## src/design/nvr_isqrt.sv

```systemverilog
// Pipelined integer square root, one result bit per stage.
// Depends on nothing but its ports.
`timescale 1ns / 1ps
`default_nettype none
module nvr_isqrt #(
  parameter int GW = 16
) (
  input  wire logic            clk_i,
  input  wire logic [GW-1:0]   adv_i,
  input  wire logic [2*GW-1:0] sum_i,
  output logic [GW-1:0]        root_o
);
  localparam int SW = 2 * GW;

  logic [SW-1:0] rem_q  [GW];
  logic [SW-1:0] root_q [GW];

  for (genvar j = 0; j < GW; j++) begin : g_stage
    localparam logic [SW-1:0] BIT = SW'(1) << (2 * (GW - 1 - j));
    logic [SW-1:0] rem_in, root_in, trial, rem_d, root_d;

    if (j == 0) begin : g_first
      assign rem_in  = sum_i;
      assign root_in = '0;
    end else begin : g_next
      assign rem_in  = rem_q[j-1];
      assign root_in = root_q[j-1];
    end

    assign trial = root_in + BIT;

    always_comb begin
      if (rem_in >= trial) begin
        rem_d  = rem_in - trial;
        root_d = (root_in >> 1) + BIT;
      end else begin
        rem_d  = rem_in;
        root_d = root_in >> 1;
      end
    end

    always_ff @(posedge clk_i) begin
      if (adv_i[j]) begin
        rem_q[j]  <= rem_d;
        root_q[j] <= root_d;
      end
    end
  end

  assign root_o = root_q[GW-1][GW-1:0];
endmodule
`default_nettype wire

```

## config.mk

```make
export PLATFORM = sky130hd
export DESIGN_NAME = nvr_isqrt
export DESIGN_NICKNAME = d
export VERILOG_FILES = /design/src/design/nvr_isqrt.sv
export SDC_FILE = /design/constraint.sdc
export NUM_CORES = 1
export LEC_CHECK = 0
export BUFFER_PORTS_ARGS = -buffer_cell sky130_fd_sc_hd__buf_2
export CORE_UTILIZATION = 58
export CTS_BUF_LIST = sky130_fd_sc_hd__clkbuf_16
export DETAILED_ROUTE_END_ITERATION = 8
export PLACE_DENSITY = 0.74
export SLEW_MARGIN = 30
export SYNTH_ARGS = -nofsm -noshare
export SYNTH_HDL_FRONTEND = slang
export SYNTH_SLANG_ARGS = --single-unit
```

## constraint.sdc

```tcl
create_clock -name clk_i -period 3.27 [get_ports clk_i]
set_input_delay 0.4905 -clock clk_i [delete_from_list [all_inputs] [get_ports clk_i]]
set_output_delay 0.4905 -clock clk_i [all_outputs]
set_load 0.02 [all_outputs]
```

==> flow_metrics.tcl <==
set metrics [dict create \
    run_status "complete, no violations" \
    layout-drive-gt1-share_pct 8.53 \
    place.port_buffers 64 \
    synth_compound_area_share_pct 8.59 \
    power_frac_comb_pct 16.3 \
    r2r-end "rem_q[1][187]$_DFFE_PP_" \
    syn_avg_cell_area_sq_um 12.9 \
    layout_commonest_cell "edfxtp_1" \
    clkPwrFrac_pct 33.9 \
    tightest_slew_ns 0.920 \
    cts_sinks 616 \
    crit_end "rem_q[1][187]$_DFFE_PP_" \
    synth_edf_count 616 \
    synthCells 2260 \
    num_vias 17900 \
    grt.total_usage_pct 23.0 \
    place.gp.congestion 0.918 \
    rsz0062_at_grt "no" \
    dpl_worst_slack_ns 0.225 \
    ios 65 \
    yosys-top-cells-area "edfxtp_1 63%, ha_1 6.4%, xor2_1 3.3%" \
    maxSlewViolCount 0 \
    synth_ff_type "edfxtp_1" \
    cap_violations 0 \
    hp-class "input port to flop" \
    design_area_sq_um 32400 \
    worstPathRequired_ns 3.60 \
    antenna_left 0 \
    worstRegToRegCells 9 \
    placedCellCount 2968 \
    crit_chain "ha_1 > nand4_1 > a211oi_1 > nor2_1 > o41a_1 > a21oi_1 > buf_4 > nand4_1 > xnor2_1" \
    power_mw 21.6 \
    coreArea_sq_um 49300 \
    critPathCaptureType "flop" \
    synth-simple-area-share_pct 11.6 \
    synth_top_area_share_pct 63.5 \
    drcViolationCount 0 \
    power.internal_mw 15.8 \
    synthXorXnorAreaFrac_pct 6.16 \
    start_util_pct 59.2 \
    cp_max_fo 9 \
    cts_buffers 66 \
    r2r_slack_ns 0.19 \
    synthArstFlopShare_pct 0 \
    finalHoldViolCount 0 \
    critPathBufInv 1 \
    synth-adder-area-share_pct 6.44 \
    antenna_cells 0 \
    slowest_stage "o41a_1" \
    crit_start "rem_q[1][137]$_DFFE_PP_" \
    routed_wl_mm 57.4 \
    p_leak_nw 12.3 \
    grt_pass1_wl_mm 91.4 \
    syn_to_final_growth_pct 11.3 \
    max_freq_mhz 325 \
    dpl_cell_area_sq_um 30200 \
    arrival_ns 3.41 \
    cp_common_cell "nand4_1" \
    syn_area_sq_um 29100 \
    peakVddDrop_mv 0.524 \
    finalSetupViolCount 0 \
    critPathTopFamily "compound AO/OA/AOI/OAI gates" \
    synth_largest_area_cell "edfxtp_1" \
    post_cts_buffers 0 \
    htreeDepth 3 \
    synth_fp_nets 2459 \
    via_per_inst 5.80 \
    hpwl_mm 42.6 \
    post_drt_wl_per_cell_microns 18.6 \
    ys_ff_latch 616 \
    timing.final.crit_share_pct 94.2 \
    swShare_pct 27.2 \
    fin_cells 3090 \
    fin_crit_ns 3.08 \
    dr.pass1.iters 7 \
    cts_tree "yes" \
    p_per_area_nw_per_um2 667 \
    die_w_microns 226 \
    die_h_microns 226 \
    skew_ns 0.0229 \
    yosysSeqAreaShare_pct 63.5 \
    cts_root_buf "clkbuf_16" \
    most-common-layout-cells "616 x edfxtp_1, 192 x inv_1, 150 x ha_1, 143 x nand2_1, 131 x o21ai_0" \
    path_depth 9 \
    finalSetupTns_ns 0 \
    seqPwrFrac_pct 49.8 \
    antenna_found_initial 0 \
    synth_mux_area_share_pct 0.674 \
    path_class "flop to flop" \
    r2r-start "rem_q[1][137]$_DFFE_PP_" \
    grt_pass1_vias 17800 \
    row_count 81 \
    cts.path.max_buffers 3 \
    p_switching_mw 5.88 \
    die_area_sq_um 51100 \
    synth_top_family_by_area "simple AND/OR/NAND/NOR gates" \
    nets 2572 \
    detail_route.iter0.violations 1340 \
    fin_ws_ns 0.189 \
    slowest_delay_ns 0.49 \
    slew_headroom_pct 38.7 \
    grt_remaining_overflow 0 \
    crit_path_start_kind "flop" \
    clock_latency_ns 0.62 \
    synth_cell_types 81 \
    yosys_warnings 0 \
    grt_max_degree 48 \
    cts.clk_slew.worst_paths_ns 0.06 \
]
[cells by family after synthesis]
kind of cell | after synthesis
compound gates | 412
xor+xnor | 205
fa+ha+maj | 150
buf+inv | 219
flops | 616
mux | 18
simple gates | 640
[cell usage after synthesis, types with 3 or more instances]
cell type,count
xor2_1,109
inv_1,177
clkbuf_1,23
o21ai_0,131
nor3_1,71
nor2_1,119
o21ai_1,6
o21a_1,25
a21oi_1,119
o211ai_1,8
buf_2,8
nor4_1,73
o31ai_1,13
or3_1,26
buf_6,5
nand3_1,37
a21o_1,34
nand3b_1,10
and3_1,10
nor4b_1,15
xnor2_1,96
o31a_1,3
or2_2,3
nand2b_1,24
mux2_2,9
nand4b_1,9
and2_1,9
o22ai_1,3
a21boi_0,7
a2111oi_0,5
o41ai_1,3
edfxtp_1,616
a31oi_1,7
and4_1,4
nand4_1,29
mux2i_1,8
a211oi_1,16
and4b_1,6
a31o_2,3
nand2_1,143
ha_1,150
or4_1,15
nor3b_1,7
nor2b_1,20
[per-layer routing]
layer | track usage, % | share of wire (%)
met1 | 28.4 | 42
met2 | 41.2 | 51
met4 | 7.91 | 3.0
met5 | 0 | 0
met3 | 3.47 | 3.9
[how the worst min path moves through the flow]
stage,end,cells past startpoint,from,slack [ns]
after floorplan,rem_q[0][224]$_DFFE_PP_,0,rem_q[0][192]$_DFFE_PP_,0.42
final,rem_q[0][20]$_DFFE_PP_,1,sum_i[20],0.06
after global placement,rem_q[0][229]$_DFFE_PP_,0,rem_q[0][197]$_DFFE_PP_,0.43
after detailed placement,rem_q[1][64]$_DFFE_PP_,0,rem_q[1][32]$_DFFE_PP_,0.43
after global routing,rem_q[0][22]$_DFFE_PP_,1,sum_i[22],0.04
after CTS,rem_q[0][20]$_DFFE_PP_,1,sum_i[20],0.03
[cell type report]
type	count	area, sq um
multi-input cells	1425	9770
clock buffers	67	1680
inverters	178	668
flip-flops and latches	616	18500
fillers	3620	16800
well taps	664	831
repair buffers	86	508
clock inverters	54	485
[registers in the layout, summed over array words and instances (netlist names)]
name and cells:
rem_q 480, root_q 136
[timing repair]
action / 4_1_cts / 5_1_grt
hold buffers: 0 / 0
gates resized for setup: 0 / 2
endpoints found under the setup margin: 0 / 10
[through the flow]
step	utilization (%)	hold WS, ns
after floorplan	-	0.417
after global placement	61.4	0.431
after detailed placement	61.4	0.435
after CTS	65.8	0.0317
after global routing	65.8	0.0392
final	65.8	0.0628
[power groups by stage]
stage	Combinational, mW	Clock, mW	Sequential, mW
4_1_cts	3.51	7.48	10.8
2_1_floorplan	2.63	0	10.6
6_report	3.52	7.35	10.8
3_3_place_gp	3.38	0	10.9
3_5_place_dp	3.48	0	10.9
5_1_grt	3.95	7.76	10.9
Power figures use the tool's default switching activity.
