--- config.mk ---
export PLATFORM = sky130hd
export DESIGN_NAME = nvr_chan
export DESIGN_NICKNAME = d
export VERILOG_FILES = /design/src/design/nvr_pkg.sv /design/src/design/nvr_chan.sv
export SDC_FILE = /design/constraint.sdc
export NUM_CORES = 1
export LEC_CHECK = 0
export BUFFER_PORTS_ARGS = -buffer_cell sky130_fd_sc_hd__buf_4
export CAP_MARGIN = 20
export CORE_UTILIZATION = 68
export CTS_CLUSTER_SIZE = 40
export DETAILED_ROUTE_END_ITERATION = 7
export HOLD_SLACK_MARGIN = 0.08
export PLACE_DENSITY = 0.88
export SLEW_MARGIN = 0
export SYNTH_ARGS = -nofsm -noshare
export SYNTH_HDL_FRONTEND = slang
export SYNTH_SLANG_ARGS = --single-unit
--- constraint.sdc ---
create_clock -name clk_i -period 6.3 [get_ports clk_i]
set_input_delay 0.315 -clock clk_i [delete_from_list [all_inputs] [get_ports clk_i]]
set_output_delay 0.315 -clock clk_i [all_outputs]
set_load 0.005 [all_outputs]
--- src/design/nvr_pkg.sv ---
// Package for the normal vector to RGBA encoder: defaults, register indexes, constants.
// No dependencies.
`timescale 1ns / 1ps
`default_nettype none
package nvr_pkg;
  localparam int GRAD_WIDTH_DEF  = 16;
  localparam int COORD_WIDTH_DEF = 12;
  localparam int CHAN_BITS       = 8;
  localparam int DIV_STAGES      = CHAN_BITS;
  localparam logic [CHAN_BITS-1:0] ALPHA_BYTE    = 8'hFF;
  localparam logic [CHAN_BITS-1:0] CHAN_ZERO_LEN = 8'd127;
  localparam logic [CHAN_BITS-1:0] CHAN_MIN      = 8'd0;
  localparam logic [CHAN_BITS:0]   CHAN_SCALE    = 9'd255;

  typedef enum logic [0:0] {
    REG_TILE_X = 1'b0,
    REG_TILE_Y = 1'b1
  } cfg_reg_e;
endpackage
`default_nettype wire

--- src/design/nvr_chan.sv ---
// One color channel: offset by the length, scale by 255, divide by twice the length.
// Depends on nvr_pkg.
`timescale 1ns / 1ps
`default_nettype none
module nvr_chan #(
  parameter int GW = 16
) (
  input  wire logic                          clk_i,
  input  wire logic [nvr_pkg::DIV_STAGES:0]  adv_i,
  input  wire logic signed [GW-1:0]          d_i,
  input  wire logic [GW-1:0]                 len_i,
  output logic [nvr_pkg::CHAN_BITS-1:0]      chan_o
);
  import nvr_pkg::*;

  localparam int NW = GW + 9;

  logic [NW-1:0]        rem_q [DIV_STAGES+1];
  logic [GW:0]          den_q [DIV_STAGES+1];
  logic [CHAN_BITS-1:0] quo_q [DIV_STAGES+1];
  logic                 zl_q  [DIV_STAGES+1];
  logic                 np_q  [DIV_STAGES+1];

  logic signed [GW+1:0] s;
  logic [GW:0]          s_u;
  logic [NW-1:0]        num;

  assign s   = $signed({{2{d_i[GW-1]}}, d_i}) + $signed({2'b00, len_i});
  assign s_u = s[GW:0];
  assign num = {s_u, 8'b0} - NW'(s_u);

  always_ff @(posedge clk_i) begin
    if (adv_i[0]) begin
      rem_q[0] <= num;
      den_q[0] <= {len_i, 1'b0};
      quo_q[0] <= '0;
      zl_q[0]  <= (len_i == '0);
      np_q[0]  <= s[GW+1] || (s == '0);
    end
  end

  // restoring division, quotient known to stay below 256
  for (genvar i = 1; i <= DIV_STAGES; i++) begin : g_div
    localparam int B = DIV_STAGES - i;
    logic [NW-1:0]        trial, rem_d;
    logic [CHAN_BITS-1:0] quo_d, quo_out;

    assign trial = NW'(den_q[i-1]) << B;

    always_comb begin
      quo_d = quo_q[i-1];
      if (rem_q[i-1] >= trial) begin
        rem_d    = rem_q[i-1] - trial;
        quo_d[B] = 1'b1;
      end else begin
        rem_d = rem_q[i-1];
      end
    end

    if (i == DIV_STAGES) begin : g_last
      assign quo_out = zl_q[i-1] ? CHAN_ZERO_LEN : (np_q[i-1] ? CHAN_MIN : quo_d);
    end else begin : g_mid
      assign quo_out = quo_d;
    end

    always_ff @(posedge clk_i) begin
      if (adv_i[i]) begin
        rem_q[i] <= rem_d;
        den_q[i] <= den_q[i-1];
        quo_q[i] <= quo_out;
        zl_q[i]  <= zl_q[i-1];
        np_q[i]  <= np_q[i-1];
      end
    end
  end

  assign chan_o = quo_q[DIV_STAGES];
endmodule
`default_nettype wire

==> flow_summary.yaml <==
worst_setup_path:
  worstReg2RegStart: "den_q[0][54]"
  path_common_cell: "ha_1"
  critPathLaunchType: "input port"
  timing.critical_path.slowest_stage_cell: "dlygate4sd3_1"
  cp_max_fo: 9
  arrival_ps: 5080
  rrSetupSlack_ps: 1980
  required_ps: 6550
  r2r-end: "rem_q[0][117]"
  path_cells: "dlygate4sd3_1 -> buf_4 -> ha_1 -> a2111o_1 -> a21oi_2 -> o21ai_0 -> xnor2_1 -> ha_1 -> a21oi_1 -> or2_1 -> or2b_2 -> mux2i_4 -> nor2_1 -> a211oi_2 -> nor4_1 -> nor4b_1 -> a311oi_1"
  worstSetupPathType: "input port to flop"
  cp_slowest_stage_delay_ps: 550
  reg2reg_depth: 12
  endpoint_kind: "flop"
outcome:
  status: "finished, final reports clean"
yosys:
  syn_inst: 1878
  synthesis.nets: 2079
  synth-edff-count: 380
  synth_fa_ha_area_share_pct: 9.54
  synthFlopType: "edfxtp_1"
  syn_avg_cell_area_um2: 11.4
  synth_compound_area_share_pct: 13.3
  synth_area_leader_cell: "edfxtp_1"
  synth_top_family_by_area: "compound AO/OA/AOI/OAI gates"
  ys_warn_count: 0
  ys_async_sr_fraction_pct: 0
  ys_top_cells_by_area: "edfxtp_1 (53%), ha_1 (8.8%), inv_1 (3.5%), xnor2_1 (3.3%), a21oi_1 (2.9%)"
  synth-xor-area-share_pct: 4.77
  synthMuxAreaShare_pct: 3.33
  netlist_area_um2: 21500
  synthSimpleGateAreaFrac_pct: 11.7
  synth_top_area_share_pct: 53.1
  synth-seq-cells: 380
  ys_seq_area_share_pct: 53.1
  post-synth-top-count-cell: "edfxtp_1"
  netlist-cell-type-count: 93
  yosys-top-cells-count: "edfxtp_1 (380), inv_1 (202), ha_1 (151)"
flow_run:
  maxCapViolCount: 0
cts:
  ctsResizeCount: 0
  clkLatencyLatePin_ps: 540
  cts_setup_buffers: 0
  clk_pin_slew_ps: 60
  holdBufCountCts: 17
  htree_num_levels: 2
  clk_path_buf_depth: 3
  cts.sinks: 380
  cts_tree: "yes"
  cts_inserted_buffers: 41
  ctsRootBufferMaster: "clkbuf_16"
grt:
  grt_pass1_vias: 15500
  grt_antenna_before_repair: 0
  grt_pass1_wl_um: 73700
  grt_use_total_pct: 28.5
  overflow: 0
  grt_max_degree: 51
floorplan:
  floorplan.rows: 64
  core_area_um2: 30800
  dieArea_um2: 32300
  start_util_pct: 69.7
  fp.dieW_um: 180
  io-pin-count: 50
  fp.dieH_um: 180
routing:
  totalWireLength_um: 45300
  drc: 0
  firstDrtPassIters: 7
  vias: 14800
  wl_per_cell_um: 18.9
  drt-initial-drc-count: 1036
  viasPerCell: 6.21
  ant_nets: 0
timing:
  rsz0062_at_grt: "no"
  tightestPinTransition_ps: 984
  finalSetupViolations: 0
  fin_worst_skew_ps: 14.7
  relSlewSlack_pct: 34.2
  hold_ws_ps: 164
  setup_tns_ps: 0
  period_minus_slack_ps: 4840
  maxSlewViolCount: 0
  hold_viol: 0
  fin_crit_sh_pct: 76.8
  max_freq_ghz: 0.207
place:
  gp_congestion: 0.924
  port-buffer-count: 49
  hpwl_um: 33500
  dp_cells: 2299
hold_path:
  min_from: "d_i[15]"
  hp-class: "input port to flop"
  holdPathEnd: "np_q[0][0]"
  holdPathStages: 3
layout:
  drive_gt1_share_pct: 10.5
  instances_no_fill: 2391
  antenna_cells: 0
  area_growth_pct: 10.9
  nets: 2164
power_and_ir_drop:
  pwr_density_cell_nw_per_um2: 443
  leakagePower_nw: 9.54
  ir_drop_mv: 0.217
## state kept, by name (all words and copies together), names as in the netlist
signal	cells
np_q	8
den_q	128
zl_q	8
quo_q	36
rem_q	200
## worst max path at each step
stage	from	end	slack (ps)	cells after the start
after floorplan	d_i[4]	rem_q[0][19]	2230	16
after global placement	d_i[4]	rem_q[0][19]	1600	16
after detailed placement	d_i[4]	rem_q[0][19]	1500	16
after CTS	len_i[4]	rem_q[0][19]	1520	17
after global routing	len_i[4]	rem_q[0][17]	1170	17
final	len_i[4]	rem_q[0][17]	1460	17
## worst max-delay path, delay by kind of cell
family,cells,cell delay (ps)
AO/OA/AOI/OAI,6,1490
XOR/XNOR,1,530
adder cells (fa/ha/maj),2,780
buffers and inverters,2,700
multiplexers,1,220
AND/OR/NAND/NOR,5,1060
## power breakdown
group | internal [mW] | switching (mW)
Clock | 1.49 | 0.970
Sequential | 3.64 | 0.359
Combinational | 1.80 | 2.30
## layout make-up
cell class / instances / area, um2
Clock buffer: 46 / 1090
Clock inverter: 29 / 303
Fill cell: 1849 / 7020
Inverter: 203 / 762
Multi-Input combinational cell: 1265 / 9170
Sequential cell: 380 / 11400
Tap cell: 396 / 495
Timing Repair Buffer: 72 / 583
## logic make-up (layout without fill, tap and decap cells)
kind of cell,count (synthesis),count (layout)
mux,64,64
flops,380,380
compound gates,424,424
simple gates,501,501
xor+xnor,117,117
fa+ha+maj,159,159
buf+inv,233,350
## layer usage
metal  vias up  routed length [um]  global-route usage (%)
li1       7100                   -                       -
met1      7084               15800                    27.5
met2       488               24700                    56.0
met4         0                3160                    20.0
met5         -                   0                       0
met3       175                1640                    3.02
## cell usage in the layout, fill, tap and decap left out, drive strengths merged, types with 9 or more instances in the layout
master / n
or3: 12
buf: 55
xor2: 37
a31oi: 10
nand2b: 13
dlygate4sd3: 17
mux2: 50
nor4b: 9
and3: 14
a21o: 39
clkinv: 20
or2: 15
nor3: 44
a21boi: 27
o31ai: 18
mux2i: 14
clkbuf: 46
a21oi: 126
nor2: 138
a211oi: 12
nand4: 15
ha: 151
and2: 10
o21ai: 91
a311oi: 10
xnor2: 80
edfxtp: 380
o21a: 21
nand2: 125
nor2b: 25
o211ai: 12
inv: 204
nor4: 23
nand3: 28
## stage by stage
| step | area (um2) | utilization, % | power [mW] | setup slack (ps) |
|---|---|---|---|---|
| 5_1_grt | 23800 | 77.2 | 11.2 | 1170 |
| 3_5_place_dp | 22200 | 72.2 | 7.99 | 1500 |
| 6_report | 23800 | 77.2 | 10.6 | 1460 |
| 2_1_floorplan | 21500 | - | 7.00 | 2230 |
| 4_1_cts | 23800 | 77.2 | 10.5 | 1520 |
| 3_3_place_gp | 22200 | 72.2 | 7.80 | 1600 |
Note: power is estimated with default switching activity, not from simulation.
