==> config.mk <==
export PLATFORM = sky130hd
export DESIGN_NAME = nvr_sqsum
export DESIGN_NICKNAME = d
export VERILOG_FILES = /design/src/design/nvr_sqsum.sv
export SDC_FILE = /design/constraint.sdc
export NUM_CORES = 1
export LEC_CHECK = 0
export BUFFER_PORTS_ARGS = -buffer_cell sky130_fd_sc_hd__buf_2
export CORE_AREA = 2 2 290 292
export DETAILED_ROUTE_END_ITERATION = 8
export DIE_AREA = 0 0 292 294
export SYNTH_ARGS = -nofsm -noshare
export SYNTH_HDL_FRONTEND = slang
export SYNTH_SLANG_ARGS = --single-unit
==> constraint.sdc <==
create_clock -name clk_i -period 8.6 [get_ports clk_i]
set_input_delay 0.43 -clock clk_i [delete_from_list [all_inputs] [get_ports clk_i]]
set_output_delay 0.43 -clock clk_i [all_outputs]
set_load 0.005 [all_outputs]
==> src/design/nvr_sqsum.sv <==
// Squares of the three gradient magnitudes, then their sum (two stages).
// Depends on nothing but its ports.
`timescale 1ns / 1ps
`default_nettype none
module nvr_sqsum #(
  parameter int GW = 16
) (
  input  wire logic                 clk_i,
  input  wire logic [1:0]           adv_i,
  input  wire logic signed [GW-1:0] gx_i,
  input  wire logic signed [GW-1:0] gy_i,
  input  wire logic signed [GW-1:0] gz_i,
  output logic [2*GW-1:0]           sum_o
);
  localparam int SW = 2 * GW;

  logic [GW-1:0] mx, my, mz;
  logic [SW-1:0] sqx_q, sqy_q, sqz_q;
  logic [SW-1:0] sum_d, sum_q;
  logic [SW+1:0] wide_sum;

  // magnitude of the most negative value still fits unsigned
  assign mx = gx_i[GW-1] ? GW'(~$unsigned(gx_i) + 1'b1) : $unsigned(gx_i);
  assign my = gy_i[GW-1] ? GW'(~$unsigned(gy_i) + 1'b1) : $unsigned(gy_i);
  assign mz = gz_i[GW-1] ? GW'(~$unsigned(gz_i) + 1'b1) : $unsigned(gz_i);

  always_ff @(posedge clk_i) begin
    if (adv_i[0]) begin
      sqx_q <= mx * mx;
      sqy_q <= my * my;
      sqz_q <= mz * mz;
    end
  end

  // three squares stay below 2^(2*GW)
  assign wide_sum = {2'b0, sqx_q} + {2'b0, sqy_q} + {2'b0, sqz_q};
  assign sum_d    = wide_sum[SW-1:0];

  always_ff @(posedge clk_i) begin
    if (adv_i[1]) begin
      sum_q <= sum_d;
    end
  end

  assign sum_o = sum_q;
endmodule
`default_nettype wire

==> flow_summary.json, run 1 <==
{
  "finalSetupViolations": 0,
  "drt-initial-drc-count": 997,
  "maxCapViolCount": 0,
  "area_growth_pct": 9.564,
  "synth_top_area_share_pct": 37.41,
  "clk_path_buf_depth": 2,
  "num_rows": 106,
  "gp_congestion": 0.8624,
  "overflow": 0,
  "vias": 19644,
  "rsz0062_at_grt": "false",
  "cts.clk_slew.worst_paths_ns": 0.06,
  "status": "finished, final reports clean",
  "synthTopCellsByArea": "fa_1, ha_1, edfxtp_1, inv_1, nand2_1",
  "tightest_slew_ns": 1.001,
  "cp-start-kind": "input port",
  "grt_start_max_net_pins": 53,
  "hpwl_um": 55020,
  "dieArea_um2": 85850,
  "ys_warn_count": 0,
  "die_h_um": 294,
  "cts_tree": "built",
  "avgSynthCellArea_um2": 9.597,
  "antenna_found_initial": 4,
  "critPathMaxFanout": 16,
  "viasPerCell": 4.758,
  "fin_crit_sh_pct": 92.26,
  "required_ns": 8.75,
  "yosysSeqAreaShare_pct": 13.46,
  "drive_gt1_share_pct": 6.759,
  "portBuffers": 82,
  "hold_viol": 0,
  "synth_edf_count": 125,
  "ys_ff_latch": 125,
  "synthXorXnorAreaFrac_pct": 5.587,
  "firstDrtPassIters": 5,
  "pin_count": 83,
  "clock_latency_ns": 0.42,
  "yosys.cell_count.top_type": "inv_1",
  "synthMuxAreaShare_pct": 0.07629,
  "grt.total_usage_pct": 15.36,
  "cts_buffers": 17,
  "grt_pass1_vias": 20659,
  "grt_pass1_wl_um": 105700,
  "tns_ns": 0,
  "die_w_um": 292,
  "post-route-min-period_ns": 7.935,
  "synthAdderAreaFrac_pct": 51.68,
  "routedWlPerCell_um": 15.42,
  "htreeDepth": 4,
  "core_area_um2": 82890,
  "initial_core_util_pct": 33.63,
  "r2r_cells": 10,
  "ctsHoldBuffers": 0,
  "fin_nets": 3925,
  "fin_skew_ns": 0.008817,
  "synth_area_leader_cell": "fa_1",
  "synth_compound_area_share_pct": 8.783,
  "maxSlewViolCount": 0,
  "crit_type": "in2reg",
  "postRouteAntennaNets": 0,
  "synth_cell_types": 74,
  "drt_wl_total_um": 63680,
  "cts_sinks": 125,
  "ys.flop_type": "edfxtp_1",
  "synthCells": 2905,
  "cts_resized": 0,
  "ys_top_cells_by_count": "inv_1, fa_1, ha_1, nand2_1, nor2_1",
  "post_cts.repair.setup_buffers": 0,
  "hold_depth": 1,
  "async_flop_share_pct": 0,
  "crit_arrival_ns": 8.09,
  "setup.worst_path.end_class": "register",
  "relSlewSlack_pct": 32.79,
  "root_buffer": "clkbuf_16",
  "hp-class": "in2reg",
  "max_freq_mhz": 126.0,
  "synth_top_family_by_area": "adder cells",
  "drc": 0,
  "yosys.area_share.simple_pct": 10.08,
  "syn_area_um2": 27880
}
## metrics by stage
stage / instance area [µm²] / instances / worst slack (ns) / util (%) / hold slack, ns
floorplan: 28010 / 2939 / 0.6044 / - / 0.5289
global placement: 29930 / 4096 / 0.2419 / 36.11 / 0.7937
detailed placement: 29930 / 4096 / 0.2909 / 36.11 / 0.7882
CTS: 30540 / 4128 / 0.7506 / 36.85 / 0.3381
global route: 30540 / 4128 / 0.2147 / 36.85 / 0.3549
finish: 30550 / 4129 / 0.6654 / 36.85 / 0.3708
## worst max-delay path: stages
cell and delay, ns:
buf_2 0.17, inv_1 0.45, ha_1 0.27, nand2_1 0.11, or4_1 0.47, o31a_1 0.30, xnor2_2 0.44, inv_2 0.24
nand2_1 0.14, fa_1 0.47, fa_1 0.54, inv_1 0.05, fa_1 0.48, fa_1 0.50, fa_1 0.49, inv_1 0.05
fa_1 0.47, inv_1 0.04, ha_1 0.37, a21oi_1 0.14, o21ai_0 0.14, o2bb2ai_1 0.15, a31oi_1 0.25, a31oi_1 0.20
a221oi_1 0.39, o21ai_0 0.15, xor2_1 0.17
## state kept, by name, summed over array words and instances (netlist names)
| register | cells |
|---|---|
| sum_o | 32 |
| sqy_q | 31 |
| sqz_q | 31 |
| sqx_q | 31 |
## cell type report
class	count	area (µm²)
fillers	8376	52350
diodes	1	2.502
well taps	1080	1351
clock inverters	15	185.2
clock buffers	17	425.4
repair buffers	135	810.8
flip-flops and latches	125	3754
inverters	702	2635
multi-input cells	2054	21380
## layer usage
layer / global-route usage [%] / wire (µm)
met2: 25.63 / 30300
met4: 2.942 / 958
met5: 0 / 23
met1: 21.16 / 29260
met3: 2.470 / 3146
## placed cells by master (no fill, tap or decap), types with 17 or more instances in the layout
master and instances:
inv_1 681, fa_1 521, ha_1 318, nand2_1 244, nor2_1 233, edfxtp_1 125
xnor2_1 103, a21oi_1 100, buf_2 81, o21ai_0 68, a21o_1 63, xor2_1 60
buf_4 54, conb_1 36, nand3_1 35, nor3_1 22, and3_1 20, a211oi_1 17
clkbuf_16 17
## worst paths after layout
check / start / endpoint / slack [ns]
setup / recovery: gz_i[0] / sqz_q[30]$_DFFE_PP_ / 0.67
hold reg to reg: sqy_q[0]$_DFFE_PP_ / sum_o[0]$_DFFE_PP_ / 0.84
setup reg to reg: sqz_q[4]$_DFFE_PP_ / sum_o[31]$_DFFE_PP_ / 4.44
hold / removal: gz_i[0] / sqz_q[0]$_DFFE_PP_ / 0.37
## kinds of logic after synthesis
kind of cell    Yosys count
fa+ha+maj               839
buf+inv                 760
simple gates            637
compound gates          369
xor+xnor                171
flops                   125
other cells               2
mux                       2
Power of run 1 is left out: the tool's default activity adds up to more than one toggle a clock period on the data nets, which glitch-free logic cannot reach.
==> run 2, diff against run 1 <==
- CORE_AREA: 2 2 290 292 -> 2 2 219 221
- DIE_AREA: 0 0 292 294 -> 0 0 221 223
- PLACE_DENSITY: default -> 0.8
==> run 2 against run 1 <==
Compared with the run above: clock skew grew 0.0026 ns; wire length shrank 2.4%; sequential cell count is the same; critical path type unchanged; critical endpoint is now sqy_q[28]$_DFFE_PP_.
==> flow_summary.json, run 2 (synthesis results as in run 1) <==
{
  "status": "finished, final reports clean",
  "crit_end": "sqy_q[28]$_DFFE_PP_",
  "grt_pass1_wl_um": 105900,
  "hold_viol": 0,
  "drc": 0,
  "hpwl_um": 53490,
  "firstDrtPassIters": 7,
  "drive_gt1_share_pct": 6.513,
  "cts_sinks": 125,
  "setup.worst_path.end_class": "register",
  "die_w_um": 221,
  "htreeDepth": 4,
  "viasPerCell": 5.591,
  "critPathMaxStageDelay_ns": 0.56,
  "core_area_um2": 47150,
  "antenna_found_initial": 3,
  "num_rows": 80,
  "clk_path_buf_depth": 2,
  "tightest_slew_ns": 1.249,
  "grt.total_usage_pct": 26.38,
  "relSlewSlack_pct": 16.13,
  "critPathMaxFanout": 10,
  "post-route-min-period_ns": 8.014,
  "r2r-start": "sqx_q[4]$_DFFE_PP_",
  "portBuffers": 82,
  "cp-start-kind": "input port",
  "worst_path_most_repeated_cell": "fa_1",
  "rsz0062_at_grt": "false",
  "drt-initial-drc-count": 1528,
  "routedWlPerCell_um": 17.01,
  "ctsHoldBuffers": 0,
  "hp-class": "in2reg",
  "cp_slowest_cell": "fa_1",
  "crit_cells": 25,
  "maxSlewViolCount": 0,
  "finalSetupViolations": 0,
  "crit_type": "in2reg",
  "instances_no_fill": 3655,
  "crit_path_start": "gy_i[5]",
  "grt_start_max_net_pins": 81,
  "overflow": 0,
  "grt_pass1_vias": 22160,
  "initial_core_util_pct": 59.13,
  "drt_wl_total_um": 62160,
  "dieArea_um2": 49280,
  "post_cts.repair.setup_buffers": 0,
  "worst-r2r-setup-slack_ns": 4.71,
  "tns_ns": 0,
  "required_ns": 8.76,
  "vias": 20435,
  "root_buffer": "clkbuf_16",
  "crit_buf_inv": 5,
  "max_freq_mhz": 124.8,
  "maxCapViolCount": 0,
  "cts_tree": "built",
  "fin_skew_ns": 0.01137,
  "crit_arrival_ns": 8.17,
  "fin_crit_sh_pct": 93.19,
  "pin_count": 83,
  "cts.clk_slew.worst_paths_ns": 0.06,
  "gp_congestion": 0.9236,
  "place_inst": 3624,
  "area_growth_pct": 7.140,
  "r2r_cells": 9,
  "largest_reg_flops": 32,
  "fin_nets": 3918,
  "cp_top_family": "adder cells",
  "layout_common_cells": "inv_1, fa_1, ha_1, nand2_1, nor2_1",
  "final_common_cell": "inv_1",
  "cts_resized": 0,
  "die_h_um": 223,
  "antennaDiodeCount": 0,
  "clock_latency_ns": 0.42,
  "postRouteAntennaNets": 0,
  "worstReg2RegEnd": "sum_o[28]$_DFFE_PP_",
  "cts_buffers": 17
}
[run 2: changes by cell type in the layout (fill, tap and decap cells not counted), sizes merged]
cell | before | now
bufinv | 3 | 2
buf | 135 | 128
clkinvlp | 3 | 2
clkinv | 15 | 20
inv | 696 | 692
diode | 1 | 0
[run 2: worst register-to-register path: stages (launching register included)]
cell and delay, ns:
edfxtp_1 0.45, fa_1 0.52, ha_1 0.34, nand2_1 0.09
o211ai_1 0.27, nand2_1 0.13, o31ai_1 0.65, a211o_1 0.24
a31oi_1 0.18, o311ai_0 0.71
[run 2: layer usage]
metal	global-route usage [%]	wire length, µm	share of wire, %
met5	0	12	0.019
met4	8.010	1806	2.9
met3	3.832	4631	7.5
met2	45.92	31060	50
met1	34.31	24650	40
[run 2: through the flow]
stage	area, µm²	hold slack [ns]	setup WS (ns)	utilization [%]
detailed placement	29300	0.7945	0.3922	62.14
global placement	29300	0.7647	0.5670	62.14
global route	29870	0.3730	0.2279	63.36
CTS	29870	0.3744	0.6454	63.36
finish	29870	0.3791	0.5861	63.36
floorplan	28010	0.5289	0.6044	-
[run 2: worst min-delay path by stage]
stage / cells after the start / end / slack (ns) / from
6_report: 1 / sqx_q[2]$_DFFE_PP_ / 0.38 / adv_i[0]
3_3_place_gp: 3 / sum_o[1]$_DFFE_PP_ / 0.76 / sqz_q[0]$_DFFE_PP_
4_1_cts: 1 / sqx_q[2]$_DFFE_PP_ / 0.37 / adv_i[0]
5_1_grt: 1 / sqx_q[2]$_DFFE_PP_ / 0.37 / adv_i[0]
3_5_place_dp: 3 / sum_o[0]$_DFFE_PP_ / 0.79 / sqz_q[0]$_DFFE_PP_
2_1_floorplan: 0 / sqx_q[0]$_DFFE_PP_ / 0.53 / gx_i[0]
[run 2: final cells by class]
type / instances / area [µm²]
Clock buffer: 17 / 425.4
Clock inverter: 14 / 146.4
Fill cell: 3675 / 17280
Inverter: 702 / 2635
Multi-Input combinational cell: 2054 / 21380
Sequential cell: 125 / 3754
Tap cell: 615 / 769.5
Timing Repair Buffer: 128 / 758.2
Power of run 2 is left out for the same reason.
